--- config.mk ---
export PLATFORM = sky130hd
export DESIGN_NAME = dsf_lane
export DESIGN_NICKNAME = d
export VERILOG_FILES = /design/src/sv/dsf_pkg.sv /design/src/sv/dsf_div.sv /design/src/sv/dsf_lane.sv
export SDC_FILE = /design/constraint.sdc
export NUM_CORES = 2
export LEC_CHECK = 0
export BUFFER_PORTS_ARGS = -buffer_cell sky130_fd_sc_hd__buf_2
export CORE_MARGIN = 2
export CORE_UTILIZATION = 55
export DETAILED_ROUTE_END_ITERATION = 10
export GPL_ROUTABILITY_DRIVEN = 0
export HOLD_SLACK_MARGIN = 0.05
export PLACE_DENSITY = 0.71
export SLEW_MARGIN = 20
export SYNTH_ARGS = -nofsm -noshare
export SYNTH_HDL_FRONTEND = slang
export SYNTH_HIERARCHICAL = 1
export SYNTH_SLANG_ARGS = --single-unit
--- constraint.sdc ---
create_clock -name clock -period 10.03 [get_ports clock]
set_clock_uncertainty 0.05 [all_clocks]
set_input_delay 1.003 -clock clock [delete_from_list [all_inputs] [get_ports clock]]
set_output_delay 1.003 -clock clock [all_outputs]
set_load 0.02 [all_outputs]
--- src/sv/dsf_pkg.sv ---
`timescale 1ns / 1ps
`default_nettype none

package dsf_pkg;

   // Sample format: signed Q1.(SAMPLE_WIDTH-1)
   localparam int SAMPLE_WIDTH = 16;
   localparam int NUM_LANES    = 3;
   localparam int DZ_WIDTH     = 15;
   localparam int WEIGHT_WIDTH = 17;
   localparam int CSR_IDX_WIDTH = 2;

   // Dead zone alignment to sample scale
   localparam int DZ_SHL = (SAMPLE_WIDTH >= 16) ? SAMPLE_WIDTH - 16 : 0;
   localparam int DZ_SHR = (SAMPLE_WIDTH < 16) ? 16 - SAMPLE_WIDTH : 0;

   localparam logic [WEIGHT_WIDTH-1:0] W_ONE = WEIGHT_WIDTH'(65536);
   localparam logic [SAMPLE_WIDTH-1:0] ONE   = SAMPLE_WIDTH'(1) << (SAMPLE_WIDTH - 1);

   // Register indexes
   localparam logic [CSR_IDX_WIDTH-1:0] CSR_STEERING_DZ = 2'd0;
   localparam logic [CSR_IDX_WIDTH-1:0] CSR_THROTTLE_DZ = 2'd1;
   localparam logic [CSR_IDX_WIDTH-1:0] CSR_BRAKE_DZ    = 2'd2;
   localparam logic [CSR_IDX_WIDTH-1:0] CSR_WEIGHT      = 2'd3;

   typedef logic signed [SAMPLE_WIDTH-1:0] sample_type;

   typedef struct packed {
      sample_type steering_in;
      sample_type throttle_in;
      sample_type brake_in;
   } req_payload_type;

   typedef struct packed {
      sample_type steering_out;
      sample_type throttle_out;
      sample_type brake_out;
   } rsp_payload_type;

   // Top to lane control
   typedef struct packed {
      logic start;
      logic take;
   } lane_ctrl_type;

   // Lane to top status
   typedef struct packed {
      logic idle;
      logic done;
   } lane_stat_type;

   typedef enum logic [2:0] {
      LANE_IDLE,
      LANE_DIV,
      LANE_MUL,
      LANE_SUM,
      LANE_DONE
   } lane_state_type;

   // Bring a 15-bit Q0.15 dead zone to sample scale
   function automatic logic [SAMPLE_WIDTH-1:0] scale_dz(input logic [DZ_WIDTH-1:0] dz);
      logic [SAMPLE_WIDTH+DZ_WIDTH-1:0] wide;
      wide = (SAMPLE_WIDTH+DZ_WIDTH)'(dz);
      wide = (wide << DZ_SHL) >> DZ_SHR;
      return wide[SAMPLE_WIDTH-1:0];
   endfunction

endpackage

`default_nettype wire

--- src/sv/dsf_div.sv ---
`timescale 1ns / 1ps
`default_nettype none

// Restoring divider, one quotient bit per cycle.
// Requires dividend <= divisor; quotient = dividend * ONE / divisor.
module dsf_div (
   input  wire logic                               clock,
   input  wire logic                               reset,
   input  wire logic                               start,
   input  wire logic [dsf_pkg::SAMPLE_WIDTH-1:0]   dividend,
   input  wire logic [dsf_pkg::SAMPLE_WIDTH-1:0]   divisor,
   output logic                                    done,
   output logic [dsf_pkg::SAMPLE_WIDTH-1:0]        quotient
);

   localparam int SW = dsf_pkg::SAMPLE_WIDTH;
   localparam int CW = $clog2(SW + 1);

   logic [SW:0]   rem_ff, rem_in;
   logic [SW-1:0] quo_ff, quo_in;
   logic [SW-1:0] dvs_ff, dvs_in;
   logic [CW-1:0] cnt_ff, cnt_in;
   logic          done_ff, done_in;

   logic          ge;
   logic [SW:0]   diff;

   // One compare/subtract step
   always_comb begin
      ge   = rem_ff >= {1'b0, dvs_ff};
      diff = ge ? rem_ff - {1'b0, dvs_ff} : rem_ff;
   end

   always_comb begin
      rem_in  = rem_ff;
      quo_in  = quo_ff;
      dvs_in  = dvs_ff;
      cnt_in  = cnt_ff;
      done_in = 1'b0;
      if (start) begin
         rem_in = {1'b0, dividend};
         dvs_in = divisor;
         quo_in = '0;
         cnt_in = CW'(SW);
      end else if (cnt_ff != '0) begin
         // remainder stays below divisor, so it fits SW bits before doubling
         rem_in  = {diff[SW-1:0], 1'b0};
         quo_in  = {quo_ff[SW-2:0], ge};
         cnt_in  = cnt_ff - CW'(1);
         done_in = (cnt_ff == CW'(1));
      end
   end

   always_ff @(posedge clock) begin
      if (reset) begin
         cnt_ff  <= '0;
         done_ff <= 1'b0;
      end else begin
         cnt_ff  <= cnt_in;
         done_ff <= done_in;
      end
   end

   always_ff @(posedge clock) begin
      rem_ff <= rem_in;
      quo_ff <= quo_in;
      dvs_ff <= dvs_in;
   end

   assign done     = done_ff;
   assign quotient = quo_ff;

endmodule

`default_nettype wire

--- src/sv/dsf_lane.sv ---
`timescale 1ns / 1ps
`default_nettype none

// One channel: scaled dead zone, then exponential moving average against the kept value.
module dsf_lane (
   input  wire logic                                  clock,
   input  wire logic                                  reset,
   input  wire dsf_pkg::lane_ctrl_type                ctrl,
   input  wire dsf_pkg::sample_type                   x,
   input  wire logic [dsf_pkg::DZ_WIDTH-1:0]          dz,
   input  wire logic [dsf_pkg::WEIGHT_WIDTH-1:0]      weight,
   output dsf_pkg::lane_stat_type                     stat,
   output dsf_pkg::sample_type                        result
);

   localparam int SW   = dsf_pkg::SAMPLE_WIDTH;
   localparam int WW   = dsf_pkg::WEIGHT_WIDTH;
   localparam int PW   = SW + WW + 1;
   localparam int SUMW = PW + 2;
   localparam int SHW  = SUMW - 16;

   localparam logic signed [SHW-1:0] SAT_HI = SHW'((64'sd1 <<< (SW - 1)) - 64'sd1);
   localparam logic signed [SHW-1:0] SAT_LO = SHW'(-(64'sd1 <<< (SW - 1)));
   localparam logic signed [SUMW-1:0] RND   = SUMW'(32768);

   dsf_pkg::lane_state_type state_ff, state_in;

   logic                       neg_ff;
   logic                       zero_ff;
   dsf_pkg::sample_type        y_ff;
   dsf_pkg::sample_type        prev_ff, prev_in;
   logic signed [PW-1:0]       prod_a_ff, prod_b_ff;

   logic [SW-1:0]  dz_s;
   logic [SW-1:0]  mag;
   logic [SW-1:0]  numer;
   logic [SW-1:0]  denom;
   logic           div_start;
   logic           div_done;
   logic [SW-1:0]  quo;
   logic [SW-1:0]  quo_neg;
   logic [WW-1:0]  inv_w;
   logic signed [SUMW-1:0] sum;
   logic signed [SHW-1:0]  shifted;

   // Dead-zone front end from the accepted sample
   always_comb begin
      dz_s  = dsf_pkg::scale_dz(dz);
      mag   = x[SW-1] ? (~x + SW'(1)) : x;
      numer = (mag >= dz_s) ? mag - dz_s : '0;
      denom = dsf_pkg::ONE - dz_s;
   end

   dsf_div u_div (
      .clock    (clock),
      .reset    (reset),
      .start    (div_start),
      .dividend (numer),
      .divisor  (denom),
      .done     (div_done),
      .quotient (quo)
   );

   // Next state
   always_comb begin
      state_in = state_ff;
      case (state_ff)
         dsf_pkg::LANE_IDLE: if (ctrl.start) state_in = dsf_pkg::LANE_DIV;
         dsf_pkg::LANE_DIV:  if (div_done)   state_in = dsf_pkg::LANE_MUL;
         dsf_pkg::LANE_MUL:  state_in = dsf_pkg::LANE_SUM;
         dsf_pkg::LANE_SUM:  state_in = dsf_pkg::LANE_DONE;
         dsf_pkg::LANE_DONE: if (ctrl.take)  state_in = dsf_pkg::LANE_IDLE;
         default:            state_in = dsf_pkg::LANE_IDLE;
      endcase
   end

   // State outputs
   always_comb begin
      div_start = 1'b0;
      stat.idle = 1'b0;
      stat.done = 1'b0;
      case (state_ff)
         dsf_pkg::LANE_IDLE: begin
            stat.idle = 1'b1;
            div_start = ctrl.start;
         end
         dsf_pkg::LANE_DONE: stat.done = 1'b1;
         default: ;
      endcase
   end

   // Smoothing arithmetic
   always_comb begin
      quo_neg = ~quo + SW'(1);
      inv_w   = dsf_pkg::W_ONE - weight;
      sum     = SUMW'(prod_a_ff) + SUMW'(prod_b_ff) + RND;
      shifted = SHW'(sum >>> 16);
      if (shifted > SAT_HI)
         prev_in = SW'(SAT_HI);
      else if (shifted < SAT_LO)
         prev_in = SW'(SAT_LO);
      else
         prev_in = SW'(shifted);
   end

   always_ff @(posedge clock) begin
      if (reset) begin
         state_ff <= dsf_pkg::LANE_IDLE;
         prev_ff  <= '0;
      end else begin
         state_ff <= state_in;
         if (state_ff == dsf_pkg::LANE_SUM)
            prev_ff <= prev_in;
      end
   end

   // Datapath registers
   always_ff @(posedge clock) begin
      if (state_ff == dsf_pkg::LANE_IDLE && ctrl.start) begin
         neg_ff  <= x[SW-1];
         zero_ff <= (x == '0);
      end
      if (state_ff == dsf_pkg::LANE_DIV && div_done)
         y_ff <= (neg_ff || zero_ff) ? quo_neg : quo;
      if (state_ff == dsf_pkg::LANE_MUL) begin
         prod_a_ff <= PW'(prev_ff) * PW'($signed({1'b0, inv_w}));
         prod_b_ff <= PW'(y_ff) * PW'($signed({1'b0, weight}));
      end
   end

   assign result = prev_ff;

endmodule

`default_nettype wire
==> summary.txt <==
Global routing
  – All-Layer GR Usage: 26.5%
  – Vias in the first global route: 23.2k
  – Largest net degree at the start of global routing: 70
  – Initial antenna violation count: 1
  – Grt ovf: 0
  – First-pass GRT wire length: 114000 um

Setup path
  – CP arrival: 9.22 ns
  – Critical Path Source Type: input port
  – Worst reg2reg startpoint: y_ff[15]
  – Crit end category: flip-flop
  – R2R Path End: prod_b_ff[33]
  – Crit Path Max Fanout: 19
  – Reg2Reg Setup Slack: 2.48 ns
  – Crit path kind: in -> reg
  – Critical path data required time: 10.19 ns
  – Worst Reg-to-Reg Cells: 23

Pwr
  – Power density over the cells: 171 mW/mm2
  – Pleak: 14.6 nW
  – Design Power: 5.14 mW
  – VDD IR max: 0.223 mV

Floorplan
  – Die height: 232 um
  – Initial Utilization: 55.6%
  – Die Wd: 232 um
  – IO Pins: 70
  – Std-Cell Rows: 83
  – Die Area: 0.0537 mm2
  – Core Area: 0.0513 mm2

Synthesis
  – Synthesized cell area: 0.0285 mm2
  – Asr flop ratio synth: 0%
  – Synth Flop Type: edfxtp_1
  – Count of unique library cells instantiated by Yosys: 81
  – Yosys reg bits: 160
  – Synth Warn #: 6
  – Mapped Nets: 3978
  – Avg Inst Size Synth: 9.04 um2
  – Synthesized instance count: 3156
  – Sequential fraction of the synthesis area: 15.4%
  – Post-synth EDFFs: 118

Route
  – DR vias: 21.7k
  – Post-route DRC: 0
  – TritonRoute pass-1 iters: 6
  – First DRT Iteration DRCs: 1284
  – Drt total wl: 67900 um
  – Via density: 5.65
  – Routed Antenna Nets: 0
  – WL/cell: 17.7 um

Clock network
  – H-tree depth: 4
  – Post-CTS sizing: 0
  – Largest buffer count on any clock path: 2
  – Clk sinks: 160
  – Clk Latency, worst-skew pair: 0.46 ns
  – Clock slew seen by the registers of the worst setup and hold paths: 0.07 ns
  – CTS Hold Bufs: 0
  – Clock buffer count from CTS: 17
  – Root Buffer: clkbuf_16
  – Buffers inserted by post-CTS timing repair: 0
  – TritonCTS clock tree: yes

STA
  – Tmin final: 9.06 ns
  – Setup TNS: 0 ns
  – Final WS setup: 0.973 ns
  – Endpoints failing setup: 0
  – Max-slew violation count: 0
  – Fraction of the cycle the final worst path needs: 90.3%
  – Worst Tran Pin Value: 1.09 ns
  – Final hold vios: 0
  – Slew margin rel.: 27.0%
  – RSZ-0062 raised after global routing: false
  – Fmax: 110 MHz

Run status
  – Status: finished clean

Min path
  – Endpoint of the worst hold path: u_div/quotient[15]
  – Worst Hold Class: reg -> reg
  – Hold path start: u_div/quotient[15]
  – Hold Path Depth: 2

Finish
  – Final #Nets: 3959
  – Area delta synth->final: 5.25%
  – Fraction of layout instances using a drive strength above 1: 5.40%

Flow run
  – Max Cap Viol: 0

Placement
  – HPWL after DPL: 54100 um
  – Post-place setup slack: 0.611 ns
  – I/O Buffers: 69
==> Yosys cell counts, types with 6 or more instances <==
master | number | share of area [%]
inv_1 | 574 | 7.6
fa_1 | 418 | 29
nand2_1 | 401 | 5.3
ha_1 | 352 | 15
and2_1 | 228 | 5.0
nor2_1 | 139 | 1.8
edfxtp_1 | 118 | 12
clkbuf_1 | 116 | 1.5
a21oi_1 | 110 | 1.9
xnor2_1 | 102 | 3.1
o21ai_0 | 81 | 1.4
nand3_1 | 46 | 0.81
dfxtp_1 | 42 | 2.9
xor2_1 | 42 | 1.3
a21o_1 | 39 | 1.0
nand2b_1 | 39 | 0.86
nor3_1 | 39 | 0.68
a211oi_1 | 24 | 0.63
nand4_1 | 17 | 0.37
a31oi_1 | 16 | 0.35
o31ai_1 | 15 | 0.39
and3_1 | 14 | 0.31
nor4_1 | 13 | 0.29
o21a_1 | 13 | 0.34
a211oi_2 | 11 | 0.48
nor2b_1 | 10 | 0.22
o2111ai_1 | 7 | 0.21
o21bai_1 | 7 | 0.18
a211o_1 | 6 | 0.18
buf_2 | 6 | 0.11
or3_1 | 6 | 0.13
or4_1 | 6 | 0.16
==> area by class of cell <==
| class | count | area (um2) |
|---|---|---|
| Fill cell | 4427 | 21300 |
| Clock buffer | 17 | 425 |
| Timing Repair Buffer | 95 | 541 |
| Multi-Input combinational cell | 2289 | 21500 |
| Clock inverter | 15 | 189 |
| Tap cell | 680 | 851 |
| Inverter | 574 | 2150 |
| Sequential cell | 160 | 4380 |
| Antenna cell | 1 | 2.50 |
==> state kept, by name, summed over array words and instances (netlist names) <==
signal and count:
neg_ff 1, prod_a_ff 34, prod_b_ff 34, result 16, state_ff 3, u_div/cnt_ff 5
u_div/done 1, u_div/dvs_ff 16, u_div/quotient 16, u_div/rem_ff 17, y_ff 16, zero_ff 1
==> per-layer routing <==
metal,vias to the layer above,part of all wire (%),track usage (%)
met4,0,4.3,11.5
li1,10000,-,-
met5,-,0,0
met3,159,4.7,3.14
met2,635,51,47.5
met1,10800,40,32.2
==> stage by stage <==
stage / utilization [%] / instances / cell area (um2) / hold slack, ns
final: 58.5 / 3831 / 30000 / 0.434
after global routing: 58.5 / 3830 / 30000 / 0.459
after floorplan: - / 3156 / 28500 / 0.394
after CTS: 58.5 / 3830 / 30000 / 0.435
after global placement: 57.3 / 3798 / 29400 / 0.409
after detailed placement: 57.3 / 3798 / 29400 / 0.425
==> cell usage in the layout, fill, tap and decap left out, types with 26 or more instances in the layout <==
master	synthesis	routed
inv_1	574	574
fa_1	418	418
nand2_1	401	401
ha_1	352	352
and2_1	228	227
nor2_1	139	139
edfxtp_1	118	118
a21oi_1	110	110
xnor2_1	102	101
o21ai_0	81	81
buf_2	6	69
nand3_1	46	46
xor2_1	42	42
dfxtp_1	42	42
nand2b_1	39	39
a21o_1	39	39
nor3_1	39	38
buf_4	4	26
==> logic make-up after synthesis <==
logic type,count (synthesis),share of synthesized area [%]
AOI/OAI and AO/OA,385,9.08
xor gates and xnor gates,144,4.42
adders and majority gates,770,44.8
buffers and inverters,707,9.44
DFF,160,15.4
muxes,1,0.0395
and+or+nand+nor,989,16.9
==> worst max-delay path: stages <==
cell      delay, ns
buf_2          0.22
nor3_2         0.25
nand2b_1       0.13
or4_1          0.55
o31ai_1        0.55
and2_1         0.53
nand2_1        0.14
fa_1           0.52
fa_1           0.55
inv_1          0.05
fa_1           0.49
inv_1          0.05
fa_1           0.54
inv_1          0.05
fa_1           0.50
fa_1           0.42
ha_1           0.34
a21oi_1        0.24
nor2b_1        0.08
o21ai_0        0.30
o211ai_1       0.22
a211oi_1       0.43
o21ai_0        0.26
a41oi_1        0.41
o21bai_1       0.10
a21oi_1        0.19
xnor2_1        0.08
==> power breakdown <==
| part | switching [mW] | internal (mW) | total (mW) |
|---|---|---|---|
| Sequential | 0.0613 | 0.959 | 1.02 |
| Combinational | 2.04 | 1.42 | 3.45 |
| Clock | 0.322 | 0.339 | 0.661 |
==> worst max-delay path by stage <==
stage / startpoint / end / depth (start not counted)
floorplan: weight[3] / prod_a_ff[27] / 30
global placement: weight[3] / prod_a_ff[26] / 27
detailed placement: weight[3] / prod_a_ff[26] / 27
CTS: weight[3] / prod_a_ff[26] / 27
global route: weight[3] / prod_a_ff[26] / 27
finish: weight[3] / prod_a_ff[26] / 27
No activity file was read; power rests on OpenSTA's default activity.
